## config.mk

```make
export PLATFORM = sky130hd
export DESIGN_NAME = ethernet_ipv4_tcp_header_parser
export DESIGN_NICKNAME = d
export VERILOG_FILES = /design/src/hdl/ethtcp_pkg.sv /design/src/hdl/ethtcp_front.sv /design/src/hdl/ethtcp_queue.sv /design/src/hdl/ethtcp_back.sv /design/src/hdl/ethernet_ipv4_tcp_header_parser.sv
export SDC_FILE = /design/constraint.sdc
export NUM_CORES = 1
export LEC_CHECK = 0
export BUFFER_PORTS_ARGS = -buffer_cell sky130_fd_sc_hd__buf_2
export CORE_MARGIN = 2
export CORE_UTILIZATION = 64
export CTS_BUF_LIST = sky130_fd_sc_hd__clkbuf_8
export CTS_CLUSTER_SIZE = 12
export DETAILED_ROUTE_END_ITERATION = 10
export PLACE_DENSITY = 0.82
export SYNTH_ARGS = -nofsm -noshare
export SYNTH_HDL_FRONTEND = slang
export SYNTH_SLANG_ARGS = --single-unit
```

## constraint.sdc

```tcl
create_clock -name i_clk -period 13.5 [get_ports i_clk]
set_input_delay 2.7 -clock i_clk [delete_from_list [all_inputs] [get_ports i_clk]]
set_output_delay 2.7 -clock i_clk [all_outputs]
set_load 0.01 [all_outputs]
```

## src/hdl/ethtcp_pkg.sv

```systemverilog
// Shared types and constants for the Ethernet/IPv4/TCP header parser.
// No dependencies; imported by every module of the parser.
package ethtcp_pkg;

    localparam logic [15:0] MAX_FRAME_BYTES = 16'd65535;
    localparam logic [15:0] ETH_HDR_BYTES   = 16'd14;
    localparam logic [15:0] ETHERTYPE_IPV4  = 16'h0800;
    localparam logic [7:0]  PROTO_TCP       = 8'd6;
    localparam logic [5:0]  MIN_HDR_BYTES   = 6'd20;
    localparam int          QUEUE_DEPTH     = 4;
    localparam int          QPTR_W          = $clog2(QUEUE_DEPTH);

    localparam logic [3:0] ST_OK          = 4'd0;
    localparam logic [3:0] ST_SHORT_ETH   = 4'd1;
    localparam logic [3:0] ST_NOT_IPV4    = 4'd2;
    localparam logic [3:0] ST_NO_IP_HDR   = 4'd3;
    localparam logic [3:0] ST_BAD_IHL     = 4'd4;
    localparam logic [3:0] ST_IP_CUT      = 4'd5;
    localparam logic [3:0] ST_NOT_TCP     = 4'd6;
    localparam logic [3:0] ST_BAD_TOTAL   = 4'd7;
    localparam logic [3:0] ST_NO_TCP_HDR  = 4'd8;
    localparam logic [3:0] ST_BAD_OFFSET  = 4'd9;
    localparam logic [3:0] ST_TCP_CUT     = 4'd10;

    // One queue entry: the results caused by one accepted frame word.
    typedef struct packed {
        logic        pay_v;
        logic [7:0]  pay_byte;
        logic        desc_v;
        logic [3:0]  status;
        logic [31:0] src_addr;
        logic [31:0] dst_addr;
        logic [15:0] tcp_sport;
        logic [15:0] tcp_dport;
        logic [31:0] seq;
        logic [2:0]  flags;
        logic [15:0] pay_len;
    } t_entry;

endpackage

```

## src/hdl/ethtcp_front.sv

```systemverilog
// Front end: takes frame words, tracks header fields and decides the results.
// Depends on ethtcp_pkg.
module ethtcp_front import ethtcp_pkg::*; (
    input  logic       i_clk,
    input  logic       i_rst_n,
    input  logic       i_valid,
    input  logic [7:0] i_byte,
    input  logic       i_end,
    input  logic       i_room,
    output logic       o_ready,
    output logic       o_push,
    output t_entry     o_entry
);

    logic [15:0] r_pos, n_pos;
    logic [15:0] r_et, n_et;
    logic [5:0]  r_ihb, n_ihb;
    logic [7:0]  r_proto, n_proto;
    logic [15:0] r_total, n_total;
    logic [31:0] r_src, n_src;
    logic [31:0] r_dst, n_dst;
    logic [15:0] r_sport, n_sport;
    logic [15:0] r_dport, n_dport;
    logic [31:0] r_seq, n_seq;
    logic [5:0]  r_thb, n_thb;
    logic [2:0]  r_flags, n_flags;
    logic [15:0] r_budget, n_budget;
    logic [15:0] r_sent, n_sent;

    logic        accept;
    logic [15:0] q, t;
    logic [6:0]  used;
    logic        pay_v;
    logic [3:0]  status;

    assign o_ready = i_room;
    assign accept  = i_valid && i_room;

    always_comb begin
        n_pos = r_pos; n_et = r_et; n_ihb = r_ihb; n_proto = r_proto;
        n_total = r_total; n_src = r_src; n_dst = r_dst; n_sport = r_sport;
        n_dport = r_dport; n_seq = r_seq; n_thb = r_thb; n_flags = r_flags;
        n_budget = r_budget; n_sent = r_sent;
        pay_v = 1'b0;
        q     = r_pos - ETH_HDR_BYTES;
        t     = q - {10'd0, r_ihb};
        used  = 7'd0;
        if (r_pos < MAX_FRAME_BYTES) begin
            n_pos = r_pos + 16'd1;
            if (r_pos == 16'd12) n_et[15:8] = i_byte;
            if (r_pos == 16'd13) n_et[7:0]  = i_byte;
            if (r_pos >= ETH_HDR_BYTES) begin
                if (q == 16'd0) n_ihb = {i_byte[3:0], 2'b00};
                else if (q == 16'd2) n_total[15:8] = i_byte;
                else if (q == 16'd3) n_total[7:0] = i_byte;
                else if (q == 16'd9) n_proto = i_byte;
                else if (q >= 16'd12 && q < 16'd16) n_src = {r_src[23:0], i_byte};
                else if (q >= 16'd16 && q < 16'd20) n_dst = {r_dst[23:0], i_byte};

                if (r_ihb >= MIN_HDR_BYTES && q >= {10'd0, r_ihb}) begin
                    if (t < 16'd2) n_sport = {r_sport[7:0], i_byte};
                    else if (t < 16'd4) n_dport = {r_dport[7:0], i_byte};
                    else if (t < 16'd8) n_seq = {r_seq[23:0], i_byte};
                    else if (t == 16'd12) begin
                        n_thb = {i_byte[7:4], 2'b00};
                        used  = {1'b0, r_ihb} + {1'b0, i_byte[7:4], 2'b00};
                        n_budget = (r_total > {9'd0, used}) ?
                                   r_total - {9'd0, used} : 16'd0;
                    end else if (t == 16'd13) n_flags = i_byte[2:0];

                    if (r_thb >= MIN_HDR_BYTES && t >= {10'd0, r_thb} &&
                        r_et == ETHERTYPE_IPV4 && r_proto == PROTO_TCP &&
                        r_total >= {10'd0, r_ihb} && r_sent < r_budget) begin
                        pay_v  = 1'b1;
                        n_sent = r_sent + 16'd1;
                    end
                end
            end
        end
    end

    // checks in order, on the frame length after this word
    always_comb begin
        if (n_pos < ETH_HDR_BYTES) status = ST_SHORT_ETH;
        else if (n_et != ETHERTYPE_IPV4) status = ST_NOT_IPV4;
        else if (n_pos < 16'd34) status = ST_NO_IP_HDR;
        else if (n_ihb < MIN_HDR_BYTES) status = ST_BAD_IHL;
        else if ({1'b0, n_pos} < 17'd14 + {11'd0, n_ihb}) status = ST_IP_CUT;
        else if (n_proto != PROTO_TCP) status = ST_NOT_TCP;
        else if (n_total < {10'd0, n_ihb}) status = ST_BAD_TOTAL;
        else if ({1'b0, n_pos} < 17'd34 + {11'd0, n_ihb}) status = ST_NO_TCP_HDR;
        else if (n_thb < MIN_HDR_BYTES) status = ST_BAD_OFFSET;
        else if ({1'b0, n_pos} < 17'd14 + {11'd0, n_ihb} + {11'd0, n_thb})
            status = ST_TCP_CUT;
        else status = ST_OK;
    end

    always_comb begin
        o_entry          = '0;
        o_entry.pay_v    = pay_v;
        o_entry.pay_byte = i_byte;
        o_entry.desc_v   = i_end;
        o_entry.status   = status;
        if (status == ST_OK) begin
            o_entry.src_addr  = n_src;
            o_entry.dst_addr  = n_dst;
            o_entry.tcp_sport = n_sport;
            o_entry.tcp_dport = n_dport;
            o_entry.seq       = n_seq;
            o_entry.flags     = n_flags;
            o_entry.pay_len   = n_sent;
        end
    end

    assign o_push = accept && (pay_v || i_end);

    always_ff @(posedge i_clk) begin
        if (!i_rst_n || (accept && i_end)) begin
            r_pos <= '0; r_et <= '0; r_ihb <= '0; r_proto <= '0; r_total <= '0;
            r_src <= '0; r_dst <= '0; r_sport <= '0; r_dport <= '0; r_seq <= '0;
            r_thb <= '0; r_flags <= '0; r_budget <= '0; r_sent <= '0;
        end else if (accept) begin
            r_pos <= n_pos; r_et <= n_et; r_ihb <= n_ihb; r_proto <= n_proto;
            r_total <= n_total; r_src <= n_src; r_dst <= n_dst;
            r_sport <= n_sport; r_dport <= n_dport; r_seq <= n_seq;
            r_thb <= n_thb; r_flags <= n_flags; r_budget <= n_budget;
            r_sent <= n_sent;
        end
    end

endmodule

```

## src/hdl/ethtcp_queue.sv

```systemverilog
// Short FIFO of result entries between front and back ends.
// Depends on ethtcp_pkg.
module ethtcp_queue import ethtcp_pkg::*; (
    input  logic   i_clk,
    input  logic   i_rst_n,
    input  logic   i_push,
    input  t_entry i_entry,
    output logic   o_room,
    output logic   o_valid,
    output t_entry o_head,
    input  logic   i_pop
);

    t_entry              r_mem [QUEUE_DEPTH];
    logic [QPTR_W-1:0]   r_wr, r_rd;
    logic [QPTR_W:0]     r_count;
    logic                pop;

    assign o_room  = r_count < (QPTR_W+1)'(QUEUE_DEPTH);
    assign o_valid = r_count != '0;
    assign o_head  = r_mem[r_rd];
    assign pop     = i_pop && o_valid;

    always_ff @(posedge i_clk) begin
        if (i_push) r_mem[r_wr] <= i_entry;
    end

    always_ff @(posedge i_clk) begin
        if (!i_rst_n) begin
            r_wr <= '0;
            r_rd <= '0;
            r_count <= '0;
        end else begin
            if (i_push) r_wr <= r_wr + 1'b1;
            if (pop) r_rd <= r_rd + 1'b1;
            r_count <= r_count + (QPTR_W+1)'(i_push) - (QPTR_W+1)'(pop);
        end
    end

endmodule

```

## src/hdl/ethtcp_back.sv

```systemverilog
// Back end: splits each entry into payload and descriptor words, output register.
// Depends on ethtcp_pkg.
module ethtcp_back import ethtcp_pkg::*; (
    input  logic        i_clk,
    input  logic        i_rst_n,
    input  logic        i_head_valid,
    input  t_entry      i_head,
    output logic        o_pop,
    output logic        o_valid,
    input  logic        i_ready,
    output logic        o_item_kind,
    output logic [7:0]  o_payload_byte,
    output logic [3:0]  o_frame_status,
    output logic [31:0] o_source_address,
    output logic [31:0] o_destination_address,
    output logic [15:0] o_source_port,
    output logic [15:0] o_destination_port,
    output logic [31:0] o_sequence_number,
    output logic [2:0]  o_control_flags,
    output logic [15:0] o_payload_length,
    output logic        o_last_of_run
);

    logic r_pay_done;
    logic load, do_pay;

    assign load   = i_head_valid && (!o_valid || i_ready);
    assign do_pay = i_head.pay_v && !r_pay_done;
    assign o_pop  = load && (!do_pay || !i_head.desc_v);

    always_ff @(posedge i_clk) begin
        if (!i_rst_n) begin
            o_valid    <= 1'b0;
            r_pay_done <= 1'b0;
        end else begin
            if (load) o_valid <= 1'b1;
            else if (i_ready) o_valid <= 1'b0;
            if (load) r_pay_done <= do_pay && i_head.desc_v;
        end
    end

    always_ff @(posedge i_clk) begin
        if (load) begin
            if (do_pay) begin
                o_item_kind           <= 1'b0;
                o_payload_byte        <= i_head.pay_byte;
                o_frame_status        <= ST_OK;
                o_source_address      <= '0;
                o_destination_address <= '0;
                o_source_port         <= '0;
                o_destination_port    <= '0;
                o_sequence_number     <= '0;
                o_control_flags       <= '0;
                o_payload_length      <= '0;
                o_last_of_run         <= !i_head.desc_v;
            end else begin
                o_item_kind           <= 1'b1;
                o_payload_byte        <= '0;
                o_frame_status        <= i_head.status;
                o_source_address      <= i_head.src_addr;
                o_destination_address <= i_head.dst_addr;
                o_source_port         <= i_head.tcp_sport;
                o_destination_port    <= i_head.tcp_dport;
                o_sequence_number     <= i_head.seq;
                o_control_flags       <= i_head.flags;
                o_payload_length      <= i_head.pay_len;
                o_last_of_run         <= 1'b1;
            end
        end
    end

endmodule

```

## src/hdl/ethernet_ipv4_tcp_header_parser.sv

```systemverilog
// Top level of the Ethernet/IPv4/TCP header parser: front end, queue, back end.
// Depends on ethtcp_pkg, ethtcp_front, ethtcp_queue, ethtcp_back.
//
//  channel | handshake                 | words
//  --------+---------------------------+--------------------------------------
//  in      | i_in_valid / o_in_ready   | i_packet_byte, i_end_of_capture
//  out     | o_out_valid / i_out_ready | item_kind .. last_of_run results
//
// One frame word is taken per cycle while o_in_ready is high; the front end
// settles all header state in that cycle. A word causes up to two results
// (payload then descriptor), sent one per cycle from the output register while
// i_out_ready is high. A four-entry queue decouples the sides; o_in_ready drops
// only when it is full. Reset is synchronous and clears all frame state at once.
module ethernet_ipv4_tcp_header_parser import ethtcp_pkg::*; (
    input  logic        i_clk,
    input  logic        i_rst_n,
    input  logic        i_in_valid,
    output logic        o_in_ready,
    input  logic [7:0]  i_packet_byte,
    input  logic        i_end_of_capture,
    output logic        o_out_valid,
    input  logic        i_out_ready,
    output logic        o_item_kind,
    output logic [7:0]  o_payload_byte,
    output logic [3:0]  o_frame_status,
    output logic [31:0] o_source_address,
    output logic [31:0] o_destination_address,
    output logic [15:0] o_source_port,
    output logic [15:0] o_destination_port,
    output logic [31:0] o_sequence_number,
    output logic [2:0]  o_control_flags,
    output logic [15:0] o_payload_length,
    output logic        o_last_of_run
);

    logic   room, push, head_valid, pop;
    t_entry entry, head;

    ethtcp_front u_front (
        .i_clk   (i_clk),
        .i_rst_n (i_rst_n),
        .i_valid (i_in_valid),
        .i_byte  (i_packet_byte),
        .i_end   (i_end_of_capture),
        .i_room  (room),
        .o_ready (o_in_ready),
        .o_push  (push),
        .o_entry (entry)
    );

    ethtcp_queue u_queue (
        .i_clk   (i_clk),
        .i_rst_n (i_rst_n),
        .i_push  (push),
        .i_entry (entry),
        .o_room  (room),
        .o_valid (head_valid),
        .o_head  (head),
        .i_pop   (pop)
    );

    ethtcp_back u_back (
        .i_clk                 (i_clk),
        .i_rst_n               (i_rst_n),
        .i_head_valid          (head_valid),
        .i_head                (head),
        .o_pop                 (pop),
        .o_valid               (o_out_valid),
        .i_ready               (i_out_ready),
        .o_item_kind           (o_item_kind),
        .o_payload_byte        (o_payload_byte),
        .o_frame_status        (o_frame_status),
        .o_source_address      (o_source_address),
        .o_destination_address (o_destination_address),
        .o_source_port         (o_source_port),
        .o_destination_port    (o_destination_port),
        .o_sequence_number     (o_sequence_number),
        .o_control_flags       (o_control_flags),
        .o_payload_length      (o_payload_length),
        .o_last_of_run         (o_last_of_run)
    );

endmodule
```

==> flow_summary.yaml, run 1 <==
sta:
  hold_violations: 0
  setup_slack_ns: 5.25
  rsz0062_at_grt: "no"
  slew_headroom_pct: 18.4
  fmax_mhz: 121
  drv_slew: 0
  fin_crit_ns: 8.25
  finalSetupViolations: 0
  fin_crit_sh_pct: 61.1
  tightest_slew_ns: 1.22
  skew_ns: 0.0476
  finalSetupTns_ns: 0
clocking:
  clock_path_buffers: 3
  cts_tree: "built"
  cts_resized: 0
  postCtsSetupRepairBufs: 0
  cts_buffers: 161
  clk_latency_ns: 0.83
  cts_sinks: 1047
  cts_root_buffer: "clkbuf_8"
  hold_buffers: 0
  clkTransAtPathRegs_ns: 0.06
  htreeDepth: 4
cells_and_area:
  nNetsFinal: 3470
  drive_above_1_share_pct: 20.9
  final_cell_area_mm2: 0.0502
  final_core_util_pct: 70.4
  area_growth_pct: 9.27
  fillers: 4540
synthesis:
  synth_area_leaders: "edfxtp_1 (53%), dfxtp_1 (11%), mux4_2 (7.9%)"
  ys_seq_elements: 1047
  synth.avg_cell_area_um2: 14.4
  syn_inst: 3200
  synth_area_mm2: 0.0459
  synthArstFlopShare_pct: 0
  seq_area_frac_synth_pct: 63.2
  synth_area_leader_cell: "edfxtp_1"
  ys_warn_count: 0
  synth_top_area_share_pct: 52.6
  syn-num-nets: 3303
  synth_flop_cell: "edfxtp_1"
  synth_edf_count: 805
  synthDistinctLibCells: 79
global_routing:
  grt_max_degree: 149
  first_global_vias: 28300
  antenna_found_initial: 4
  grt_pass1_wl_um: 162000
  track_usage_pct: 28.5
  overflow: 0
setup_path:
  max_stage_delay_ns: 0.79
  arrival_ns: 8.72
  cp_slowest_cell: "buf_12"
  crit_buf_inv: 3
  endpoint_kind: "flip-flop"
  critPathTopFamily: "simple AND/OR/NAND/NOR gates"
  critPathMaxFanout: 148
  cp.required_ns: 13.97
  crit_top_cell: "ha_1"
  worstSetupPathType: "flip-flop to flip-flop"
  critPathLaunchType: "flip-flop"
drt:
  routedWlPerCell_um: 23.4
  drc: 0
  drtIter0Drc: 2342
  dr.pass1.iters: 7
  vias: 27300
  drt-total-wl_um: 104000
  vias_per_cell: 6.14
  ant_nets: 0
power_and_ir_drop:
  leakage_nw: 16.9
  total_power_mw: 7.93
  ir_worst_vdd_v: 0.000170
  p_per_area_mw_per_mm2: 158
die:
  dieHeight_um: 272
  num_io_pins: 176
  core_mm2: 0.0712
  fp-row-count: 98
  start_util_pct: 64.5
  die_w_um: 272
  dieArea_mm2: 0.0739
place:
  port_buffers: 175
  dp_slack_ns: 5.26
  finalWeightedCongestion: 0.914
  hpwlAfterDp_um: 64000
  placed_area_mm2: 0.0472
flow_run:
  cap_viol_max_count: 0
min_path:
  hold_class: "flip-flop to flip-flop"
status:
  outcome: "finished clean"
==> cells in the mapped netlist, drive strengths merged (17+ instances only) <==
master / count
nor2: 163
a21o: 25
nor3: 169
ha: 85
a21oi: 157
buf: 89
or3: 38
o21ai: 46
and2: 33
nand3: 48
edfxtp: 805
nand4: 22
dfxtp: 242
xnor2: 40
and3: 21
clkbuf: 121
mux4: 161
nand2: 245
mux2i: 227
a211oi: 20
nor2b: 169
xor2: 17
inv: 67
==> area by class of cell <==
cell class / count / area, um2 / share of cell area (%)
tap: 950 / 1190 / 2.37
clock inverter: 122 / 598 / 1.19
sequential: 1047 / 29000 / 57.8
clock buffer: 174 / 2390 / 4.77
multi-input combinational: 1876 / 15500 / 30.9
inverter: 67 / 251 / 0.501
antenna: 2 / 5.00 / 0.00997
timing repair buffer: 214 / 1210 / 2.40
==> state kept, by name, summed over array words and instances (netlist names), 8 cells and up, named ones only <==
| name | cells |
|---|---|
| u_front.r_total | 16 |
| u_back.o_destination_port | 16 |
| u_back.o_sequence_number | 32 |
| u_back.o_payload_length | 16 |
| u_front.r_pos | 16 |
| u_queue.r_mem | 644 |
| u_back.o_payload_byte | 8 |
| u_front.r_sent | 16 |
| u_front.r_seq | 32 |
| u_back.o_destination_address | 32 |
| u_front.r_budget | 16 |
| u_front.r_dport | 16 |
| u_front.r_src | 32 |
| u_front.r_proto | 8 |
| u_front.r_sport | 16 |
| u_back.o_source_address | 32 |
| u_back.o_source_port | 16 |
| u_front.r_dst | 32 |
| u_front.r_et | 16 |
==> cells in the final DEF (no fill, tap or decap), types with 8 or more instances in the layout <==
cell and instances:
buf_4 36, o31ai_1 16, nand2_1 244, xor2_1 17, a211oi_1 19, nand2b_1 10, edfxtp_1 805, and4_1 9
nor4_1 15, nor2b_1 167, nand3b_1 12, nor3_1 46, nor2_1 163, xnor2_1 40, a21boi_0 9, nor3_2 121
clkbuf_8 174, mux4_2 161, a21o_1 25, or4_1 16, mux2i_1 227, nand4_1 22, clkinv_1 29, dfxtp_1 240
a21oi_1 156, buf_2 175, or3_1 37, o21ai_0 45, and3_1 19, and2_1 27, nand3_1 46, ha_1 85
mux2_2 8, inv_1 137, o21a_1 9
==> worst reg2reg max path, delay by kind of cell, from the launching register on <==
family                     cells  cell delay [ns]
buffers and inverters          3             0.95
adders and majority gates      4             1.55
DFF                            1             0.62
and+or+nand+nor               12             2.70
xor gates and xnor gates       1             0.36
AOI/OAI and AO/OA              8             1.70
==> per-layer routing <==
metal	wire, um	up-vias	track usage [%]
met5	20	-	0
met4	2560	2	9.44
met3	6210	165	4.85
met2	51900	1001	47.4
met1	43300	13800	38.8
li1	-	12400	-
==> final timing paths <==
check / from / end / slack (ns) / depth (start not counted)
setup / recovery: u_front.r_pos[2] / u_queue.r_mem[0][0] / 5.25 / 28
hold / removal: u_front.r_thb[3] / u_front.r_thb[3] / 0.45 / 2
setup reg to reg: u_front.r_pos[2] / u_queue.r_mem[0][0] / 5.25 / 28
hold reg to reg: u_front.r_thb[3] / u_front.r_thb[3] / 0.45 / 2
==> metrics by stage <==
step | hold slack [ns] | instances
finish | 0.451 | 4452
global route | 0.466 | 4452
CTS | 0.451 | 4450
detailed placement | 0.445 | 4154
global placement | 0.433 | 4154
floorplan | 0.427 | 3200
==> kinds of logic (layout without fill, tap and decap cells) <==
group                      Yosys count  after routing  synth area share (%)
adders and majority gates           90             90                  2.53
muxes                              396            396                  13.0
buffers and inverters              277            577                  3.13
AOI/OAI and AO/OA                  336            336                  4.56
xor gates and xnor gates            57             57                  1.09
DFF                               1047           1047                  63.2
and+or+nand+nor                    997            997                  12.5
other                                0              2                     0
==> report_power, final <==
group | total [mW] | switching [mW] | internal [mW] | leakage (nW)
Clock | 2.43 | 1.21 | 1.22 | 1.77
Combinational | 1.50 | 0.896 | 0.602 | 5.22
Sequential | 4.01 | 0.120 | 3.89 | 9.90
Total | 7.93 | 2.23 | 5.70 | 16.9
Note: power is estimated with default switching activity, not from simulation.
==> run 2, diff against run 1 <==
--- a/config.mk
+++ b/config.mk
@@ -7,11 +7,11 @@
 export LEC_CHECK = 0
 export BUFFER_PORTS_ARGS = -buffer_cell sky130_fd_sc_hd__buf_2
 export CORE_MARGIN = 2
-export CORE_UTILIZATION = 64
+export CORE_UTILIZATION = 58
 export CTS_BUF_LIST = sky130_fd_sc_hd__clkbuf_8
 export CTS_CLUSTER_SIZE = 12
 export DETAILED_ROUTE_END_ITERATION = 10
-export PLACE_DENSITY = 0.82
+export PLACE_DENSITY = 0.78
 export SYNTH_ARGS = -nofsm -noshare
 export SYNTH_HDL_FRONTEND = slang
 export SYNTH_SLANG_ARGS = --single-unit
==> constraint.sdc (replaced) <==
create_clock -name i_clk -period 6.9 [get_ports i_clk]
set_input_delay 1.38 -clock i_clk [delete_from_list [all_inputs] [get_ports i_clk]]
set_output_delay 1.38 -clock i_clk [all_outputs]
set_load 0.01 [all_outputs]
==> flow_summary.yaml, run 2 (synthesis results as in run 1) <==
cells_and_area:
  nNetsFinal: 3529
  fillers: 5430
  final_common_cell: "edfxtp_1"
  largest_reg_flops: 644
  regMostFlops: "u_queue.r_mem"
  area_growth_pct: 11.7
  final_cell_mix: "edfxtp_1 (805), nand2_1 (244), dfxtp_1 (238)"
  drive_above_1_share_pct: 23.1
drt:
  drt-total-wl_um: 106000
  ant_nets: 0
  drtIter0Drc: 2525
  wl_met2_um: 53000
  top_layer: "met5"
  vias: 27800
  dr.pass1.iters: 6
  vias_per_cell: 6.01
  routedWlPerCell_um: 22.9
  wl_met3_um: 6230
  wl_met1_um: 43800
  drc: 0
die:
  core_mm2: 0.0787
  fp-row-count: 103
  die_w_um: 285
  start_util_pct: 58.3
  dieArea_mm2: 0.0814
  dieHeight_um: 285
  num_io_pins: 176
global_routing:
  track_usage_pct: 26.2
  grt_max_degree: 161
  grt_pass1_wl_um: 163000
  antenna_found_initial: 5
  overflow: 0
  first_global_vias: 28600
setup_path:
  cp.required_ns: 7.44
  worstSetupPathType: "flip-flop to flip-flop"
  rrSetupSlack_ns: 0.47
  arrival_ns: 6.97
  endpoint_kind: "flip-flop"
  critPathMaxFanout: 25
  max_stage_delay_ns: 0.48
  critPathLaunchType: "flip-flop"
  cp_slowest_cell: "dfxtp_1"
sta:
  rsz0062_at_grt: "yes"
  drv_slew: 0
  fin_crit_ns: 6.43
  fmax_mhz: 156
  finalSetupViolations: 0
  setup_slack_ns: 0.473
  fin_crit_sh_pct: 93.2
  skew_ns: 0.0581
  hold_violations: 0
  slew_headroom_pct: 12.3
  tightest_slew_ns: 1.32
  whs_ns: 0.455
clocking:
  cts_root_buffer: "clkbuf_8"
  clkTransAtPathRegs_ns: 0.06
  cts_buffers: 162
  cts_tree: "built"
  clk_latency_ns: 0.83
  cts_sinks: 1047
  htreeDepth: 4
  clock_path_buffers: 3
  hold_buffers: 0
power_and_ir_drop:
  leakage_nw: 17.4
  p_per_area_mw_per_mm2: 309
  ir_worst_vdd_v: 0.000350
place:
  port_buffers: 175
  finalWeightedCongestion: 0.894
  hpwlAfterDp_um: 65800
  dp_slack_ns: 0.463
flow_run:
  cap_viol_max_count: 0
status:
  outcome: "finished clean"
min_path:
  hold_class: "flip-flop to flip-flop"
run 2: changes by cell type in the layout (fill, tap and decap cells not counted), sizes merged:
cell      previous run  this run
diode                2         3
clkbuf             174       182
clkinvlp             6         4
inv                144       140
clkinv              38        40
bufinv               1         6
buf                214       272
run 2: where the power goes:
part           total, mW  internal [mW]  switching [mW]
clock network       5.07           2.67            2.40
registers           7.82           7.60           0.218
logic               2.99           1.19            1.79
run 2: repair_timing:
item                       in CTS  in global routing
gates resized for setup         0                 12
buffers inserted                0                  0
setup endpoints to repair       0                588
run 2: final timing paths:
| check | endpoint | cells after the start | startpoint |
|---|---|---|---|
| worst min register to register | u_front.r_src[26] | 2 | u_front.r_src[26] |
| worst min-delay path | u_front.r_src[26] | 2 | u_front.r_src[26] |
| worst max-delay path | u_queue.r_mem[3][43] | 28 | u_front.r_pos[0] |
| worst max register to register | u_queue.r_mem[3][43] | 28 | u_front.r_pos[0] |
run 2: final cells by class:
class / instances / area [um2] / area share [%]
well taps: 1050 / 1310 / 2.56
flip-flops and latches: 1047 / 29000 / 56.6
inverters: 67 / 251 / 0.490
multi-input cells: 1876 / 15600 / 30.3
diodes: 3 / 7.51 / 0.0146
repair buffers: 272 / 1900 / 3.71
clock inverters: 123 / 728 / 1.42
clock buffers: 182 / 2500 / 4.88
run 2: metrics by stage:
| step | setup TNS, ns | std cells | power [mW] | instance area, um2 | utilization [%] |
|---|---|---|---|---|---|
| after floorplan | 0 | 3200 | 9.86 | 45900 | - |
| after CTS | 0 | 4617 | 16.0 | 51200 | 65.1 |
| after global routing | -0.0162 | 4620 | 16.5 | 51300 | 65.1 |
| final | 0 | 4620 | 15.9 | 51300 | 65.1 |
| after detailed placement | 0 | 4312 | 11.0 | 48000 | 61.0 |
| after global placement | 0 | 4312 | 10.9 | 48000 | 61.0 |
run 2: metal layers:
layer / GRT usage, % / vias up
li1: - / 12500
met1: 35.1 / 14000
met2: 43.9 / 1027
met3: 4.10 / 224
met4: 8.99 / 4
met5: 0 / -
run 2: critical path, delay by kind of cell, from the launching register on:
kind | cells | cell delay [ns]
adders and majority gates | 5 | 1.35
AOI/OAI and AO/OA | 7 | 1.35
DFF | 1 | 0.48
buffers and inverters | 5 | 0.78
and+or+nand+nor | 10 | 2.01
xor gates and xnor gates | 1 | 0.14
